==> config.mk <==
export PLATFORM = sky130hd
export DESIGN_NAME = key_event_latch_typematic
export DESIGN_NICKNAME = d
export VERILOG_FILES = /design/src/rtl/core/kel_pkg.sv /design/src/rtl/core/key_event_latch_typematic.sv /design/src/rtl/core/kel_cfg.sv /design/src/rtl/core/kel_core.sv
export SDC_FILE = /design/constraint.sdc
export NUM_CORES = 1
export LEC_CHECK = 0
export BUFFER_PORTS_ARGS = -buffer_cell sky130_fd_sc_hd__buf_2
export CAP_MARGIN = 40
export CELL_PAD_IN_SITES_DETAIL_PLACEMENT = 2
export CELL_PAD_IN_SITES_GLOBAL_PLACEMENT = 2
export CORE_MARGIN = 1
export CORE_UTILIZATION = 36
export CTS_CLUSTER_SIZE = 40
export DETAILED_ROUTE_END_ITERATION = 8
export PLACE_DENSITY = 0.87
export SKIP_CTS_REPAIR_TIMING = 1
export SYNTH_ARGS = -nofsm -noshare
export SYNTH_HDL_FRONTEND = slang
export SYNTH_SLANG_ARGS = --single-unit
==> constraint.sdc <==
create_clock -name clk -period 5.1 [get_ports clk]
set_input_delay 1.02 -clock clk [delete_from_list [all_inputs] [get_ports clk]]
set_output_delay 1.02 -clock clk [all_outputs]
set_load 0.01 [all_outputs]
==> src/rtl/core/kel_pkg.sv <==
// Shared types, codes and defaults for the key event latch with typematic repeat.
package kel_pkg;

  localparam int DELTA_WIDTH_DEF = 8;
  localparam int TIMER_WIDTH_DEF = 16;

  localparam int CFG_IDX_W  = 2;
  localparam int CFG_DATA_W = 16;
  localparam int STEP_W     = 4;
  localparam int DELAY_W    = 16;

  localparam logic [CFG_IDX_W-1:0] CFG_STEP_SIZE       = 2'd0;
  localparam logic [CFG_IDX_W-1:0] CFG_INITIAL_DELAY   = 2'd1;
  localparam logic [CFG_IDX_W-1:0] CFG_REPEAT_INTERVAL = 2'd2;

  localparam logic [STEP_W-1:0]  STEP_SIZE_RST       = 4'd1;
  localparam logic [DELAY_W-1:0] INITIAL_DELAY_RST   = 16'd350;
  localparam logic [DELAY_W-1:0] REPEAT_INTERVAL_RST = 16'd60;

  typedef enum logic [1:0] {
    REQ_KEY     = 2'd0,
    REQ_TICK    = 2'd1,
    REQ_CONSUME = 2'd2
  } req_type_t;

  localparam logic [2:0] KEY_PWR      = 3'd0;
  localparam logic [2:0] KEY_PLAY     = 3'd1;
  localparam logic [2:0] KEY_NEXT     = 3'd2;
  localparam logic [2:0] KEY_PREV     = 3'd3;
  localparam logic [2:0] KEY_VOL_UP   = 3'd4;
  localparam logic [2:0] KEY_VOL_DOWN = 3'd5;

  localparam logic [1:0] KEY_VAL_UP   = 2'd0;
  localparam logic [1:0] KEY_VAL_DOWN = 2'd1;

  localparam int MASK_POWER  = 0;
  localparam int MASK_PLAY   = 1;
  localparam int MASK_NEXT   = 2;
  localparam int MASK_PREV   = 3;
  localparam int MASK_VOLUME = 4;

  typedef struct packed {
    logic [1:0] req_type;
    logic [2:0] key_code;
    logic [1:0] key_value;
    logic [4:0] consume_mask;
  } item_t;

  typedef struct packed {
    logic [STEP_W-1:0]  step_size;
    logic [DELAY_W-1:0] initial_delay;
    logic [DELAY_W-1:0] repeat_interval;
  } cfg_t;

  typedef struct packed {
    logic power_pending;
    logic play_pending;
    logic next_pending;
    logic prev_pending;
    logic any_volume_held;
  } flags_t;

endpackage

==> src/rtl/core/key_event_latch_typematic.sv <==
// Top level: input register, latch update, result register and config port.
//
//   channel | dir | handshake            | payload
//   in_     | in  | in_tvalid/in_tready  | tuser req_type, tdata key/mask fields
//   out_    | out | out_tvalid/out_tready| tdata pending flags, volume, held
//   cfg_    | in  | cfg_valid/cfg_ready  | cfg_index, cfg_data
//
// One beat per cycle sustained while the output is not stalled; a beat's result reaches
// out_tdata through the input register, then the result register.
// State updates as a beat moves from the input register to the result register.
// A stalled output holds the result register; the input register still takes
// one more beat, then in_tready drops until the output drains.
// Reset clears both registers' valid bits, the latch state and loads config defaults.
module key_event_latch_typematic
  import kel_pkg::*;
#(
  parameter int DELTA_WIDTH = DELTA_WIDTH_DEF,
  parameter int TIMER_WIDTH = TIMER_WIDTH_DEF,
  localparam int OUT_W      = ((DELTA_WIDTH + 5 + 7) / 8) * 8
) (
  input  logic                  clk,
  input  logic                  rst_n,
  input  logic                  in_tvalid,
  output logic                  in_tready,
  input  logic [15:0]           in_tdata,   // key_code[2:0], key_value[4:3], consume_mask[9:5]
  input  logic [1:0]            in_tuser,   // req_type[1:0]
  output logic                  out_tvalid,
  input  logic                  out_tready,
  // power, play, next, prev, volume_change, any_volume_held from bit 0 up
  output logic [OUT_W-1:0]      out_tdata,
  input  logic                  cfg_valid,
  output logic                  cfg_ready,
  input  logic [CFG_IDX_W-1:0]  cfg_index,
  input  logic [CFG_DATA_W-1:0] cfg_data
);

  localparam int RES_W = DELTA_WIDTH + 5;

  logic                   in_valid_r, in_valid_nxt;
  item_t                  in_item_r;
  logic                   out_valid_r, out_valid_nxt;
  logic [OUT_W-1:0]       out_data_r;
  logic                   adv;
  cfg_t                   cfg;
  flags_t                 flags;
  logic [DELTA_WIDTH-1:0] volume_change;
  logic [RES_W-1:0]       res_bits;

  assign cfg_ready = 1'b1;

  kel_cfg u_cfg (
    .clk      (clk),
    .rst_n    (rst_n),
    .wr_en    (cfg_valid),
    .wr_index (cfg_index),
    .wr_data  (cfg_data),
    .cfg      (cfg)
  );

  kel_core #(
    .DELTA_WIDTH (DELTA_WIDTH),
    .TIMER_WIDTH (TIMER_WIDTH)
  ) u_core (
    .clk           (clk),
    .rst_n         (rst_n),
    .fire          (adv),
    .item          (in_item_r),
    .cfg           (cfg),
    .flags         (flags),
    .volume_change (volume_change)
  );

  assign adv       = in_valid_r && (!out_valid_r || out_tready);
  assign in_tready = !in_valid_r || adv;

  always_comb begin
    in_valid_nxt = in_valid_r;
    if (in_tvalid && in_tready) in_valid_nxt = 1'b1;
    else if (adv) in_valid_nxt = 1'b0;

    out_valid_nxt = out_valid_r;
    if (adv) out_valid_nxt = 1'b1;
    else if (out_tready) out_valid_nxt = 1'b0;
  end

  assign res_bits = {flags.any_volume_held, volume_change, flags.prev_pending,
                     flags.next_pending, flags.play_pending, flags.power_pending};

  always_ff @(posedge clk) begin
    if (!rst_n) begin
      in_valid_r  <= 1'b0;
      out_valid_r <= 1'b0;
    end else begin
      in_valid_r  <= in_valid_nxt;
      out_valid_r <= out_valid_nxt;
    end
  end

  always_ff @(posedge clk) begin
    if (in_tvalid && in_tready) begin
      in_item_r.req_type     <= in_tuser;
      in_item_r.key_code     <= in_tdata[2:0];
      in_item_r.key_value    <= in_tdata[4:3];
      in_item_r.consume_mask <= in_tdata[9:5];
    end
    if (adv) begin
      out_data_r <= {{(OUT_W-RES_W){1'b0}}, res_bits};
    end
  end

  assign out_tvalid = out_valid_r;
  assign out_tdata  = out_data_r;

  a_adv_fills_out: assert property (@(posedge clk) disable iff (!rst_n)
    adv |=> out_valid_r)
    else $error("result register not loaded after advance");

  a_stall_keeps_in: assert property (@(posedge clk) disable iff (!rst_n)
    (in_valid_r && out_valid_r && !out_tready) |=> in_valid_r)
    else $error("input register dropped a beat under stall");

  a_unmasked_zero: assert property (@(posedge clk) disable iff (!rst_n)
    (adv && in_item_r.req_type == REQ_CONSUME && !in_item_r.consume_mask[MASK_POWER])
      |=> !out_data_r[0])
    else $error("unselected power flag reported on consume");

endmodule

==> src/rtl/core/kel_cfg.sv <==
// Configuration register file: step size, initial delay and repeat interval.
module kel_cfg
  import kel_pkg::*;
(
  input  logic                  clk,
  input  logic                  rst_n,
  input  logic                  wr_en,
  input  logic [CFG_IDX_W-1:0]  wr_index,
  input  logic [CFG_DATA_W-1:0] wr_data,
  output cfg_t                  cfg
);

  cfg_t cfg_r, cfg_nxt;

  always_comb begin
    cfg_nxt = cfg_r;
    if (wr_en) begin
      case (wr_index)
        CFG_STEP_SIZE:       cfg_nxt.step_size       = wr_data[STEP_W-1:0];
        CFG_INITIAL_DELAY:   cfg_nxt.initial_delay   = wr_data[DELAY_W-1:0];
        CFG_REPEAT_INTERVAL: cfg_nxt.repeat_interval = wr_data[DELAY_W-1:0];
        default: ;
      endcase
    end
  end

  always_ff @(posedge clk) begin
    if (!rst_n) begin
      cfg_r.step_size       <= STEP_SIZE_RST;
      cfg_r.initial_delay   <= INITIAL_DELAY_RST;
      cfg_r.repeat_interval <= REPEAT_INTERVAL_RST;
    end else begin
      cfg_r <= cfg_nxt;
    end
  end

  assign cfg = cfg_r;

endmodule

==> src/rtl/core/kel_core.sv <==
// Latch state, typematic countdowns and per-item update with saturating volume sum.
module kel_core
  import kel_pkg::*;
#(
  parameter int DELTA_WIDTH = DELTA_WIDTH_DEF,
  parameter int TIMER_WIDTH = TIMER_WIDTH_DEF
) (
  input  logic                   clk,
  input  logic                   rst_n,
  input  logic                   fire,
  input  item_t                  item,
  input  cfg_t                   cfg,
  output flags_t                 flags,
  output logic [DELTA_WIDTH-1:0] volume_change
);

  localparam int SW = DELTA_WIDTH + 5;
  localparam logic signed [SW-1:0] DMAX = $signed({6'b0, {(DELTA_WIDTH-1){1'b1}}});
  localparam logic signed [SW-1:0] DMIN = -DMAX - SW'(1);

  logic                   power_r, power_nxt;
  logic                   play_r, play_nxt;
  logic                   next_r, next_nxt;
  logic                   prev_r, prev_nxt;
  logic [DELTA_WIDTH-1:0] vol_r, vol_nxt;
  logic                   up_held_r, up_held_nxt;
  logic                   dn_held_r, dn_held_nxt;
  logic [TIMER_WIDTH-1:0] up_cnt_r, up_cnt_nxt;
  logic [TIMER_WIDTH-1:0] dn_cnt_r, dn_cnt_nxt;

  logic [TIMER_WIDTH+DELAY_W-1:0] delay_ext;
  logic [TIMER_WIDTH+DELAY_W-1:0] rep_ext;
  logic [TIMER_WIDTH-1:0]         delay_t;
  logic [TIMER_WIDTH-1:0]         rep_t;
  logic                           up_fire;
  logic                           dn_fire;
  logic [DELTA_WIDTH-1:0]         vol_mid;

  function automatic logic [DELTA_WIDTH-1:0] sat_step(
    input logic [DELTA_WIDTH-1:0] v,
    input logic                   sub,
    input logic [STEP_W-1:0]      s
  );
    logic signed [SW-1:0] a;
    logic signed [SW-1:0] b;
    logic signed [SW-1:0] sum;
    a   = $signed({{5{v[DELTA_WIDTH-1]}}, v});
    b   = $signed({{(DELTA_WIDTH+1){1'b0}}, s});
    sum = sub ? (a - b) : (a + b);
    if (sum > DMAX) sum = DMAX;
    if (sum < DMIN) sum = DMIN;
    return sum[DELTA_WIDTH-1:0];
  endfunction

  assign delay_ext = {{TIMER_WIDTH{1'b0}}, cfg.initial_delay};
  assign rep_ext   = {{TIMER_WIDTH{1'b0}}, cfg.repeat_interval};
  assign delay_t   = delay_ext[TIMER_WIDTH-1:0];
  assign rep_t     = rep_ext[TIMER_WIDTH-1:0];

  // countdown of 0 or 1 is due
  assign up_fire = up_held_r && (up_cnt_r[TIMER_WIDTH-1:1] == '0);
  assign dn_fire = dn_held_r && (dn_cnt_r[TIMER_WIDTH-1:1] == '0);

  always_comb begin
    power_nxt   = power_r;
    play_nxt    = play_r;
    next_nxt    = next_r;
    prev_nxt    = prev_r;
    vol_nxt     = vol_r;
    up_held_nxt = up_held_r;
    dn_held_nxt = dn_held_r;
    up_cnt_nxt  = up_cnt_r;
    dn_cnt_nxt  = dn_cnt_r;
    vol_mid     = vol_r;

    case (item.req_type)
      REQ_KEY: begin
        if (item.key_value == KEY_VAL_DOWN) begin
          case (item.key_code)
            KEY_PWR:   power_nxt = 1'b1;
            KEY_PLAY:  play_nxt  = 1'b1;
            KEY_NEXT:  next_nxt  = 1'b1;
            KEY_PREV:  prev_nxt  = 1'b1;
            KEY_VOL_UP: begin
              vol_nxt     = sat_step(vol_r, 1'b0, cfg.step_size);
              up_held_nxt = 1'b1;
              up_cnt_nxt  = delay_t;
            end
            KEY_VOL_DOWN: begin
              vol_nxt     = sat_step(vol_r, 1'b1, cfg.step_size);
              dn_held_nxt = 1'b1;
              dn_cnt_nxt  = delay_t;
            end
            default: ;
          endcase
        end else if (item.key_value == KEY_VAL_UP) begin
          if (item.key_code == KEY_VOL_UP) up_held_nxt = 1'b0;
          else if (item.key_code == KEY_VOL_DOWN) dn_held_nxt = 1'b0;
        end
      end
      REQ_TICK: begin
        if (up_held_r) up_cnt_nxt = up_fire ? rep_t : up_cnt_r - TIMER_WIDTH'(1);
        if (dn_held_r) dn_cnt_nxt = dn_fire ? rep_t : dn_cnt_r - TIMER_WIDTH'(1);
        // up step lands before down step
        vol_mid = up_fire ? sat_step(vol_r, 1'b0, cfg.step_size) : vol_r;
        vol_nxt = dn_fire ? sat_step(vol_mid, 1'b1, cfg.step_size) : vol_mid;
      end
      REQ_CONSUME: begin
        if (item.consume_mask[MASK_POWER])  power_nxt = 1'b0;
        if (item.consume_mask[MASK_PLAY])   play_nxt  = 1'b0;
        if (item.consume_mask[MASK_NEXT])   next_nxt  = 1'b0;
        if (item.consume_mask[MASK_PREV])   prev_nxt  = 1'b0;
        if (item.consume_mask[MASK_VOLUME]) vol_nxt   = '0;
      end
      default: ;
    endcase
  end

  always_comb begin
    flags.any_volume_held = up_held_nxt || dn_held_nxt;
    if (item.req_type == REQ_CONSUME) begin
      flags.power_pending = item.consume_mask[MASK_POWER] & power_r;
      flags.play_pending  = item.consume_mask[MASK_PLAY]  & play_r;
      flags.next_pending  = item.consume_mask[MASK_NEXT]  & next_r;
      flags.prev_pending  = item.consume_mask[MASK_PREV]  & prev_r;
      volume_change       = item.consume_mask[MASK_VOLUME] ? vol_r : '0;
    end else begin
      flags.power_pending = power_nxt;
      flags.play_pending  = play_nxt;
      flags.next_pending  = next_nxt;
      flags.prev_pending  = prev_nxt;
      volume_change       = vol_nxt;
    end
  end

  always_ff @(posedge clk) begin
    if (!rst_n) begin
      power_r   <= 1'b0;
      play_r    <= 1'b0;
      next_r    <= 1'b0;
      prev_r    <= 1'b0;
      vol_r     <= '0;
      up_held_r <= 1'b0;
      dn_held_r <= 1'b0;
      up_cnt_r  <= '0;
      dn_cnt_r  <= '0;
    end else if (fire) begin
      power_r   <= power_nxt;
      play_r    <= play_nxt;
      next_r    <= next_nxt;
      prev_r    <= prev_nxt;
      vol_r     <= vol_nxt;
      up_held_r <= up_held_nxt;
      dn_held_r <= dn_held_nxt;
      up_cnt_r  <= up_cnt_nxt;
      dn_cnt_r  <= dn_cnt_nxt;
    end
  end

endmodule

# Word level (Yosys, flattened, before mapping)
# Cells that the tools add are included.
totals:
  elab_cells: 139
  regBits: 109
  input_bits: 41
classes:
  muxes: 66
  n_eq_ne: 15
  reduce_logical: 23
  n_addsub: 5
  bitwise_logic: 4
  magnitude_cmp: 7
op_table:
  columns: ["cell", "count"]
  rows:
  - ["$mux W13", 11]
  - ["$mux W16", 8]
  - ["$mux W8", 11]
  - ["$pmux W16 S2", 2]
  - ["$lt A13 B8 Y1 const B", 4]
  - ["$gt A13 B8 Y1 const B", 3]
  - ["$sub A16 B1 Y16 const B", 2]
  - ["$logic_not A15 Y1", 2]
  - ["$mux W1", 27]
  - ["$pmux W8 S3", 1]
  - ["$sub A8 B5 Y9", 2]
  - ["$pmux W8 S2", 1]
  - ["$ne A2 B1 Y1 const B", 5]
  - ["$reduce_and A5 Y1", 2]
  - ["$add A8 B5 Y9", 1]
  - ["$pmux W1 S2", 4]
  - ["$eq A2 B1 Y1 const B", 3]
  - ["$eq A3 B2 Y1 const B", 2]
  - ["$eq A3 B3 Y1 const B", 2]
  - ["$logic_not A2 Y1", 3]
  - ["$reduce_and A2 Y1", 3]
  - ["$reduce_bool A2 Y1", 3]
  - ["$and A1 B1 Y1", 4]
  - ["$eq A2 B2 Y1 const B", 2]
  - ["other kinds (6)", 12]

# Longest topological paths before layout
# Gate-level depths: netlist of run 1.
logic_depth:
  word_depth: 17
  depth_mapped: 20
  mapped_depth_nobuf: 20

# Cells and area by module
# A second synthesis of run 1 with hierarchy kept.
hier_totals:
  hier_cells: 814
  hier_area_um2: 6782.8
modules_own_cells:
  columns: ["module", "area_per_inst_um2", "cells_each", "instances", "seq_area_each_um2"]
  rows:
  - ["kel_core", 4453.0, 628, 1, 920.9]
  - ["kel_cfg", 1437.6, 146, 1, 720.7]
  - ["key_event_latch_typematic", 892.1, 40, 1, 790.8]

# Worst setup path after synthesis of run 1
# OpenSTA, ideal clock, no wires.
synth_timing:
  kind: "flip-flop to flip-flop"
  startpoint: "register u_core.vol_r[0]"
  endpoint: "register out_data_r[4] (netlist: out_tdata[4]), data pin"
  path_buffers: 0
  period_less_slack_ps: 4570
  setup_time_ps: 267
  path_stages_with_launch: 19
  setup_slack_ps: 530
  arrival_time_ps: 4302
  required_time_ps: 4833
  path_cell_list: "dfxtp_1 -> ha_1 -> inv_1 -> fa_1 -> or2_2 -> or4_4 -> a31o_2 -> o21a_1 -> o21ai_1 -> ha_1 -> nor2b_1 -> o21ai_0 -> a21o_1 -> nand2b_1 -> o21ai_0 -> a41oi_1 -> a211o_1 -> a31oi_1 -> mux2i_1"
synth_via:
  elab_chain_cells: 17
synth_lines:
  columns: ["item", "line", "text"]
  rows:
  - ["from (decl)", "kel_core.sv:25", "logic [DELTA_WIDTH-1:0] vol_r, vol_nxt;"]
  - ["from (signal assigned)", "kel_core.sv:152", "vol_r <= vol_nxt;"]
  - ["$add A8 B5 Y9", "kel_core.sv:49", "sum = sub ? (a - b) : (a + b);"]
  - ["$gt A13 B8 Y1", "kel_core.sv:50", "if (sum > DMAX) sum = DMAX;"]
  - ["$mux W13", "kel_core.sv:50", null]
  - ["$mux W13", "kel_core.sv:76", "case (item.req_type)"]
  - ["$lt A13 B8 Y1", "kel_core.sv:51", "if (sum < DMIN) sum = DMIN;"]
  - ["$mux W8", "kel_core.sv:51", null]
  - ["$mux W8", "kel_core.sv:76", null]
  - ["$mux W8", "kel_core.sv:105", "vol_mid = up_fire ? sat_step(vol_r, 1'b0, cfg.step_size) : vol_r;"]
  - ["[2 not listed]", null, null]
  - ["$mux W13", "kel_core.sv:50", null]
  - ["$mux W13", "kel_core.sv:76", null]
  - ["$lt A13 B8 Y1", "kel_core.sv:51", null]
  - ["$mux W8", "kel_core.sv:51", null]
  - ["$mux W8", "kel_core.sv:106", "vol_nxt = dn_fire ? sat_step(vol_mid, 1'b1, cfg.step_size) : vol_mid;"]
  - ["$pmux W8 S3", "kel_core.sv:76", null]
  - ["$mux W8 *", "kel_core.sv:121", "if (item.req_type == REQ_CONSUME) begin"]
  - ["via u_core.volume_change[0]", "kel_core.sv:14", "output logic [DELTA_WIDTH-1:0] volume_change"]
  - ["to (signal assigned)", "key_event_latch_typematic.sv:107", "out_data_r <= {{(OUT_W-RES_W){1'b0}}, res_bits};"]
  - ["to (decl)", "key_event_latch_typematic.sv:42", "logic [OUT_W-1:0] out_data_r;"]
# Mark *: on every way through the listed nets, which the timed path passes. The rest lies on a longest branch. The select of a mux whose other input is x is not followed.
# A chain may end at the register's enable or synchronous reset.

# Final worst setup path of run 1
layout_timing:
  startpoint: "register u_cfg.cfg_r (netlist bit u_cfg.cfg[32])"
  endpoint: "register out_data_r[10] (netlist: out_tdata[10]), data pin"
layout_via:
  elab_chain_cells: 17
layout_lines:
  columns: ["item", "line", "text"]
  rows:
  - ["from (decl)", "kel_cfg.sv:13", "cfg_t cfg_r, cfg_nxt;"]
  - ["from (signal assigned)", "kel_cfg.sv:33", "cfg_r <= cfg_nxt;"]
  - ["$add A8 B5 Y9", "kel_core.sv:49", null]
  - ["$gt A13 B8 Y1", "kel_core.sv:50", null]
  - ["$mux W13", "kel_core.sv:50", null]
  - ["$mux W13", "kel_core.sv:76", null]
  - ["$lt A13 B8 Y1", "kel_core.sv:51", null]
  - ["$mux W8", "kel_core.sv:51", null]
  - ["$mux W8", "kel_core.sv:76", null]
  - ["$mux W8", "kel_core.sv:105", null]
  - ["[2 not listed]", null, null]
  - ["$mux W13", "kel_core.sv:50", null]
  - ["$mux W13", "kel_core.sv:76", null]
  - ["$lt A13 B8 Y1", "kel_core.sv:51", null]
  - ["$mux W8", "kel_core.sv:51", null]
  - ["$mux W8", "kel_core.sv:106", null]
  - ["$pmux W8 S3 *", "kel_core.sv:76", null]
  - ["$mux W8 *", "kel_core.sv:121", null]
  - ["via u_core.volume_change[6]", "kel_core.sv:14", null]
# Marked as above.

==> results of run 1 <==
cell families (layout without fill, tap and decap cells):
| family | after synthesis | after routing | synth area share, % |
|---|---|---|---|
| AND/OR/NAND/NOR | 315 | 315 | 23.0 |
| AO/OA/AOI/OAI | 277 | 277 | 28.1 |
| adder cells (fa/ha/maj) | 17 | 17 | 3.55 |
| buffers and inverters | 79 | 119 | 4.74 |
| other | 2 | 4 | 0.113 |
| flip-flops | 109 | 109 | 36.7 |
| XOR/XNOR | 22 | 22 | 2.91 |
| multiplexers | 5 | 5 | 0.774 |
flip-flops by register name, summed over array words and instances, names as in the netlist, 8 cells and up:
signal           flops
out_tdata           13
u_core.up_cnt_r     16
u_cfg.cfg           36
in_item_r           12
u_core.dn_cnt_r     16
u_core.vol_r         8
power by group through the flow:
stage,combinational [uW],clock (uW),sequential [uW]
6_report,333,782,939
4_1_cts,319,789,938
2_1_floorplan,196,0,950
5_1_grt,358,811,942
3_3_place_gp,292,0,956
3_5_place_dp,314,0,958
final cells by class:
type | instances | area share (%)
sequential | 109 | 32.0
multi-input combinational | 640 | 52.3
clock inverter | 6 | 1.14
clock buffer | 10 | 3.02
tap | 229 | 3.77
timing repair buffer | 81 | 6.63
inverter | 22 | 1.09
layer usage:
metal	global-route usage [%]	vias to the layer above	routed length (um)
met5	0	-	0
met4	10.1	0	655
li1	-	3068	-
met3	2.61	45	785
met1	37.2	3418	11700
met2	47.1	151	12600
stage by stage:
stage	area, um^2	setup TNS (ns)	cells	worst slack [ns]	power (uW)
global route	7590	-0.00834	1097	-0.00834	2110
finish	7590	0	1097	0.190	2050
global placement	7180	0	1078	0.194	1250
detailed placement	7210	-0.0736	1080	-0.0401	1270
CTS	7520	-0.359	1096	-0.174	2050
floorplan	6630	0	828	0.530	1150
cell usage in the layout, fill, tap and decap left out, types with 7 or more instances in the layout:
cell type,count
o21ai_0,62
nand3_1,29
xnor2_1,18
a21oi_1,52
nor3_1,17
o211ai_1,27
buf_2,50
a31oi_1,36
o31ai_1,7
nor4_1,8
a21boi_0,23
edfxtp_1,25
o21a_1,7
ha_1,13
nor2_1,49
nand2_1,137
or3_1,8
nor2b_1,20
inv_1,22
clkbuf_16,9
buf_4,30
nand2b_1,8
dfxtp_1,84
critical path: stages (launching register included):
cell	delay (ns)
dfxtp_1	0.34
ha_2	0.23
inv_1	0.06
fa_1	0.42
or2_2	0.34
or4_4	0.53
a31oi_4	0.23
a21oi_1	0.10
o31ai_2	0.28
ha_1	0.34
nand2_1	0.11
nand2_1	0.10
a2111oi_2	0.39
buf_4	0.18
a21oi_1	0.06
o41a_1	0.39
a311oi_2	0.40
a221oi_2	0.09
a21oi_1	0.16
path summary, 6_finish.rpt:
check,startpoint,end,depth (start not counted)
worst max-delay path,u_cfg.cfg[32],out_tdata[10],18
worst min-delay path,u_cfg.cfg[26],u_cfg.cfg[26],2
worst max register to register,u_cfg.cfg[32],out_tdata[10],18
worst min register to register,u_cfg.cfg[26],u_cfg.cfg[26],2
==> results.cfg, run 1 <==
[clocking]
cts-root-buf = clkbuf_16
clkSinkCount = 109
cts_tree = built
clockBufferDepth = 2
clk_latency_ns = 0.37
cts-buffers-inserted = 9
clk_pin_slew_ns = 0.08
cts_max_level = 3

[detailed_routing]
vias = 6682
ant_nets = 0
drtIter0Drc = 424
drc = 0
first_pass_iters = 4
vias_per_cell = 6.09
wire_per_inst_um = 23.5
wirelength_um = 25700

[power]
clockPowerShare_pct = 38.1
p_per_area_nw_per_um2 = 271
p_sw_uw = 590
total_leakage_power_uw = 0.00283
irDropWorstVdd_mv = 0.192
switching_share_pct = 28.7
p_seq_share_pct = 45.7
combPwrFrac_pct = 16.2
p_int_uw = 1460

[grt]
grt-ovfl-total = 0
grt_pass1_vias = 7101
grt_pass1_wl_um = 40200
grt_max_degree = 48
antenna_found_initial = 0
grt.total_usage_pct = 28.0

[floorplanning]
die-height_um = 138
dieArea_um2 = 18900
die_x_um = 138
ios = 60
rows = 49
start_util_pct = 36.7
design.core.area_um2 = 18000

[worst_setup_path]
rrSetupSlack_ns = 0.19
worstPathRequired_ns = 5.31
crit_type = reg2reg
crit_fanout = 3
end_kind = flop
worstSetupStartpointType = flop
critPathArrivalTime_ns = 5.12

[logic_synthesis]
ys_seq_area_share_pct = 36.7
yosysMostFrequentCell = nand2_1
ys_warn_count = 0
synth_edf_count = 25
synth-async-reset-ratio_pct = 0
yosysTopAreaCellShare_pct = 25.4
ys.flop_type = dfxtp_1
synth_cells = 826
synth_area_um2 = 6620
ys_top_cells_by_area = dfxtp_1, edfxtp_1, nand2_1
synth_cell_types = 80
synthTopCellsByCount = nand2_1, dfxtp_1, o21ai_0
synth-seq-cells = 109
yosys.area.top_type = dfxtp_1
avgSynthCellArea_um2 = 8.02

[sta]
fin_crit_sh_pct = 96.3
period_minus_slack_ns = 4.91
worst_pin_slew_ns = 0.901
fin_skew_ns = 0.00676
fmax_mhz = 204
setup_viol_count_final = 0
timing_hold_violations_final = 0
slew_viol_final = 0
slew-limit-headroom_pct = 39.8
holdWs_ns = 0.479

[run]
cap_violations = 0

[placed_design]
port_buffers = 49
place_congestion = 0.868
place_hpwl_um = 17800

[final_layout]
area_growth_syn_to_layout_pct = 14.6
layout-drive-gt1-share_pct = 15.1
seqCellArea_um2 = 2430
multi_input_area_um2 = 3970
fillers = 2072
fin_nets = 921
diodes = 0
fin_util_pct = 42.1

[status]
status = complete, no violations

[min_path]
hold_class = reg2reg
(Power assumes the default switching activity.)
==> inputs of run 2 (changes only) <==
--- a/config.mk
+++ b/config.mk
@@ -13,7 +13,7 @@
 export CORE_UTILIZATION = 36
 export CTS_CLUSTER_SIZE = 40
 export DETAILED_ROUTE_END_ITERATION = 8
-export PLACE_DENSITY = 0.87
+export PLACE_DENSITY = 0.91
 export SKIP_CTS_REPAIR_TIMING = 1
 export SYNTH_ARGS = -nofsm -noshare
 export SYNTH_HDL_FRONTEND = slang
==> results.cfg, run 2 (synthesis results as in run 1) <==
[worst_setup_path]
crit_path_top_delay_cell = or4_4
rrSetupSlack_ns = -0.02
crit_type = reg2reg
worstSetupPathDepth = 18
critPathArrivalTime_ns = 5.34
r2r_cells = 18
worstSetupStartpointType = flop
critPathMaxStageDelay_ns = 0.52
crit_start = u_core.vol_r[0]
end_kind = flop
crit_fanout = 4
crit_family = compound AO/OA/AOI/OAI gates
reg2reg_from = u_core.vol_r[0]
reg2reg_to = out_tdata[10]
crit_chain = ha_1, inv_1, fa_1, or2_2, or4_4, a31o_2, o21a_1, o21ai_4, ha_1, nor2b_1, o21ai_2, a21o_1, nor3b_4, a21oi_1, o41a_1, a311oi_2, a221oi_2, a21oi_1
critPathBufInv = 1
worstPathRequired_ns = 5.32
crit_end = out_tdata[10]

[grt]
grt.total_usage_pct = 33.6
grt-ovfl-total = 0
grt_pass1_vias = 7741
antenna_found_initial = 0
grt_pass1_wl_um = 47100
grt_max_degree = 41

[detailed_routing]
wire_per_inst_um = 28.4
vias_per_cell = 6.52
drtIter0Drc = 546
ant_nets = 0
wirelength_um = 31300
vias = 7177
drc = 0
first_pass_iters = 5

[placed_design]
place_hpwl_um = 19100
place_congestion = 0.913
dpl-instance-area_um2 = 7220
port_buffers = 49

[floorplanning]
die_x_um = 138
die-height_um = 138
rows = 49
dieArea_um2 = 18900
start_util_pct = 36.7
design.core.area_um2 = 18000
ios = 60

[final_layout]
fin_nets = 925
diodes = 0
design_area_um2 = 7650
multi_input_area_um2 = 4000
layout-drive-gt1-share_pct = 15.5
largest_reg_flops = 36
area_growth_syn_to_layout_pct = 15.5
seqCellArea_um2 = 2430
final_cell_mix = nand2_1, dfxtp_1, o21ai_0, a21oi_1, buf_2
final_common_cell = nand2_1
fillers = 2028

[clocking]
clk_pin_slew_ns = 0.08
clkSinkCount = 109
clk_latency_ns = 0.38
cts_max_level = 3
cts-buffers-inserted = 9
clockBufferDepth = 2
cts-root-buf = clkbuf_16
cts_tree = built

[sta]
timing_hold_violations_final = 0
slew_viol_final = 0
holdWs_ns = 0.472
worst_pin_slew_ns = 0.951
slew-limit-headroom_pct = 35.7
fmax_mhz = 195
fin_crit_sh_pct = 100
period_minus_slack_ns = 5.12
setup_viol_count_final = 1
setup_tns_ns = -0.0174
fin_skew_ns = 0.0125
setup_ws_ns = -0.0174

[power]
total_leakage_power_uw = 0.00285
p_per_area_nw_per_um2 = 275
finalPower_uw = 2100
irDropWorstVdd_mv = 0.324

[run]
cap_violations = 0

[status]
status = finished with violations
violations = setup timing

[min_path]
hold_class = reg2reg
run 2: cell types whose count changed in the layout (fill, tap and decap cells not counted), sizes merged:
cell,change
clkinv,-1
buf,+4
inv,+1
run 2: report_power, final:
group	total, uW	switching, uW	internal [uW]
sequential	944	31.8	912
combinational	359	236	124
clock	799	367	433
run 2: worst min-delay path by stage:
stage,from,to,slack [ns],cells past startpoint
final,u_cfg.cfg[23],u_cfg.cfg[23],0.47,2
after global routing,u_cfg.cfg[18],u_cfg.cfg[18],0.51,2
after CTS,u_cfg.cfg[23],u_cfg.cfg[23],0.47,2
after detailed placement,u_cfg.cfg[20],u_cfg.cfg[20],0.46,2
after global placement,u_cfg.cfg[19],u_cfg.cfg[19],0.45,2
after floorplan,u_cfg.cfg[20],u_cfg.cfg[20],0.44,2
run 2: final cells by class:
type	count	area share, %
clock buffers	10	2.99
flip-flops and latches	109	31.8
well taps	229	3.74
clock inverters	6	1.11
multi-input cells	640	52.3
repair buffers	85	7.02
inverters	22	1.08
run 2: per-stage QoR:
step | setup slack (ns) | util, % | std cells
4_1_cts | -0.439 | 41.8 | 1097
3_3_place_gp | 0.240 | 39.8 | 1077
6_report | -0.0174 | 42.4 | 1101
5_1_grt | -0.176 | 42.4 | 1101
3_5_place_dp | -0.0372 | 40.1 | 1081
2_1_floorplan | 0.530 | - | 828
run 2: per-layer routing:
| layer | vias up | share of wire [%] | GRT usage, % |
|---|---|---|---|
| li1 | 3085 | - | - |
| met1 | 3661 | 40 | 41.6 |
| met2 | 325 | 50 | 56.3 |
| met3 | 106 | 5.0 | 4.89 |
| met4 | 0 | 4.8 | 17.3 |
| met5 | - | 0 | 0 |
run 2: worst register-to-register path, cell delays in order (launching register included):
cell and delay [ns]:
dfxtp_1 0.36, ha_1 0.23, inv_1 0.08, fa_1 0.43
or2_2 0.35, or4_4 0.52, a31o_2 0.31, o21a_1 0.16
o21ai_4 0.20, ha_1 0.29, nor2b_1 0.15, o21ai_2 0.30
a21o_1 0.23, nor3b_4 0.22, a21oi_1 0.09, o41a_1 0.40
a311oi_2 0.38, a221oi_2 0.09, a21oi_1 0.17
==> inputs of run 3 (changes only) <==
--- a/config.mk
+++ b/config.mk
@@ -13,7 +13,7 @@
 export CORE_UTILIZATION = 36
 export CTS_CLUSTER_SIZE = 40
 export DETAILED_ROUTE_END_ITERATION = 8
-export PLACE_DENSITY = 0.91
+export PLACE_DENSITY_LB_ADDON = 0.1
 export SKIP_CTS_REPAIR_TIMING = 1
 export SYNTH_ARGS = -nofsm -noshare
 export SYNTH_HDL_FRONTEND = slang
==> results.cfg, run 3 (synthesis results as in run 1) <==
[status]
status = complete, no violations

[grt]
use_met2_pct = 44.1
antenna_found_initial = 0
grt_use_met1_pct = 37.5
grt_max_degree = 45
grt.total_usage_pct = 27.0
grt_pass1_wl_um = 38500
grt-ovfl-total = 0
grt.busiest_layer = met2
grt_pass1_vias = 6856
met3_usage_pct = 2.50

[min_path]
hold_class = reg2reg

[clocking]
clk_pin_slew_ns = 0.08
clockBufferDepth = 2
clk_latency_ns = 0.36
cts-root-buf = clkbuf_16
cts-buffers-inserted = 9
clkSinkCount = 109
cts_tree = built
cts_max_level = 3

[floorplanning]
rows = 49
ios = 60
dieArea_um2 = 18900
die_x_um = 138
design.core.area_um2 = 18000
die-height_um = 138
start_util_pct = 36.7

[sta]
setup_ws_ns = 0.209
setup_viol_count_final = 0
slew_viol_final = 0
fmax_mhz = 204
slew-limit-headroom_pct = 31.4
period_minus_slack_ns = 4.89
fin_skew_ns = 0.00572
worst_pin_slew_ns = 1.01
fin_crit_sh_pct = 95.9
timing_hold_violations_final = 0

[final_layout]
fin_util_pct = 42.3
final_common_cell = nand2_1
final_cell_mix = nand2_1, dfxtp_1, o21ai_0, a21oi_1
layout-drive-gt1-share_pct = 15.6
fin_nets = 924
largest_reg_flops = 36
final_cells = 1100
area_growth_syn_to_layout_pct = 15.0
diodes = 0

[worst_setup_path]
crit_chain = ha_2, inv_1, fa_2, or2_2, or4_4, a31oi_4, a21oi_1, o31ai_2, ha_1, nand2_1, nand2_1, a2111oi_4, buf_4, nand2_1, o21ai_1, a41oi_1, a211o_1, a31oi_2, mux2i_1
cp_common_cell = nand2_1
crit_type = reg2reg
crit_path_top_delay_cell = or4_4
crit_fanout = 4
worstPathRequired_ns = 5.18
critPathMaxStageDelay_ns = 0.53
end_kind = flop
critPathArrivalTime_ns = 4.97
worstSetupStartpointType = flop

[detailed_routing]
vias_per_cell = 5.92
first_pass_iters = 5
wire_per_inst_um = 22.3
wirelength_um = 24600
drc = 0
drtIter0Drc = 311
ant_nets = 0
vias = 6514

[power]
irDropWorstVdd_mv = 0.148
total_leakage_power_uw = 0.00283
p_per_area_nw_per_um2 = 264

[placed_design]
port_buffers = 49
place_congestion = 0.887
placed_cells = 1078
place_ws_ns = -0.129
place_hpwl_um = 18200

[run]
cap_violations = 0
-- run 3: final timing paths --
check | from | to | slack, ns | depth (start not counted)
setup / recovery | u_cfg.cfg[32] | out_tdata[4] | 0.21 | 19
hold reg to reg | u_cfg.cfg[29] | u_cfg.cfg[29] | 0.47 | 2
hold / removal | u_cfg.cfg[29] | u_cfg.cfg[29] | 0.47 | 2
setup reg to reg | u_cfg.cfg[32] | out_tdata[4] | 0.21 | 19
-- run 3: per-stage QoR --
step / instance area (um^2) / TNS [ns] / total power [uW] / hold WS [ns]
floorplan: 6630 / 0 / 1150 / 0.440
global placement: 7150 / 0 / 1250 / 0.456
detailed placement: 7200 / -0.305 / 1270 / 0.464
CTS: 7500 / -0.683 / 2010 / 0.480
global route: 7620 / -0.108 / 2090 / 0.495
finish: 7620 / 0 / 2010 / 0.473
-- run 3: area by class of cell --
cell class / instances / area [um^2]
fill: 2076 / 10400
multi-input combinational: 640 / 3980
sequential: 109 / 2430
timing repair buffer: 84 / 541
tap: 229 / 287
clock buffer: 9 / 225
inverter: 22 / 82.6
clock inverter: 7 / 73.8
-- run 3: critical path: cells and delay by family, from the launching register on --
kind,cells,cell delay (ns)
AOI/OAI and AO/OA,8,1.83
and+or+nand+nor,5,1.15
adders and majority gates,3,0.91
DFF,1,0.36
buffers and inverters,2,0.23
muxes,1,0.12
-- run 3: power by group --
group | switching, uW | internal, uW
Sequential | 26.6 | 912
Clock | 354 | 385
Combinational | 209 | 124
Total | 589 | 1420
-- run 3: metal layers --
metal	up-vias	routed length (um)
li1	3073	-
met1	3293	12000
met2	123	11600
met3	25	608
met4	0	372
met5	-	0
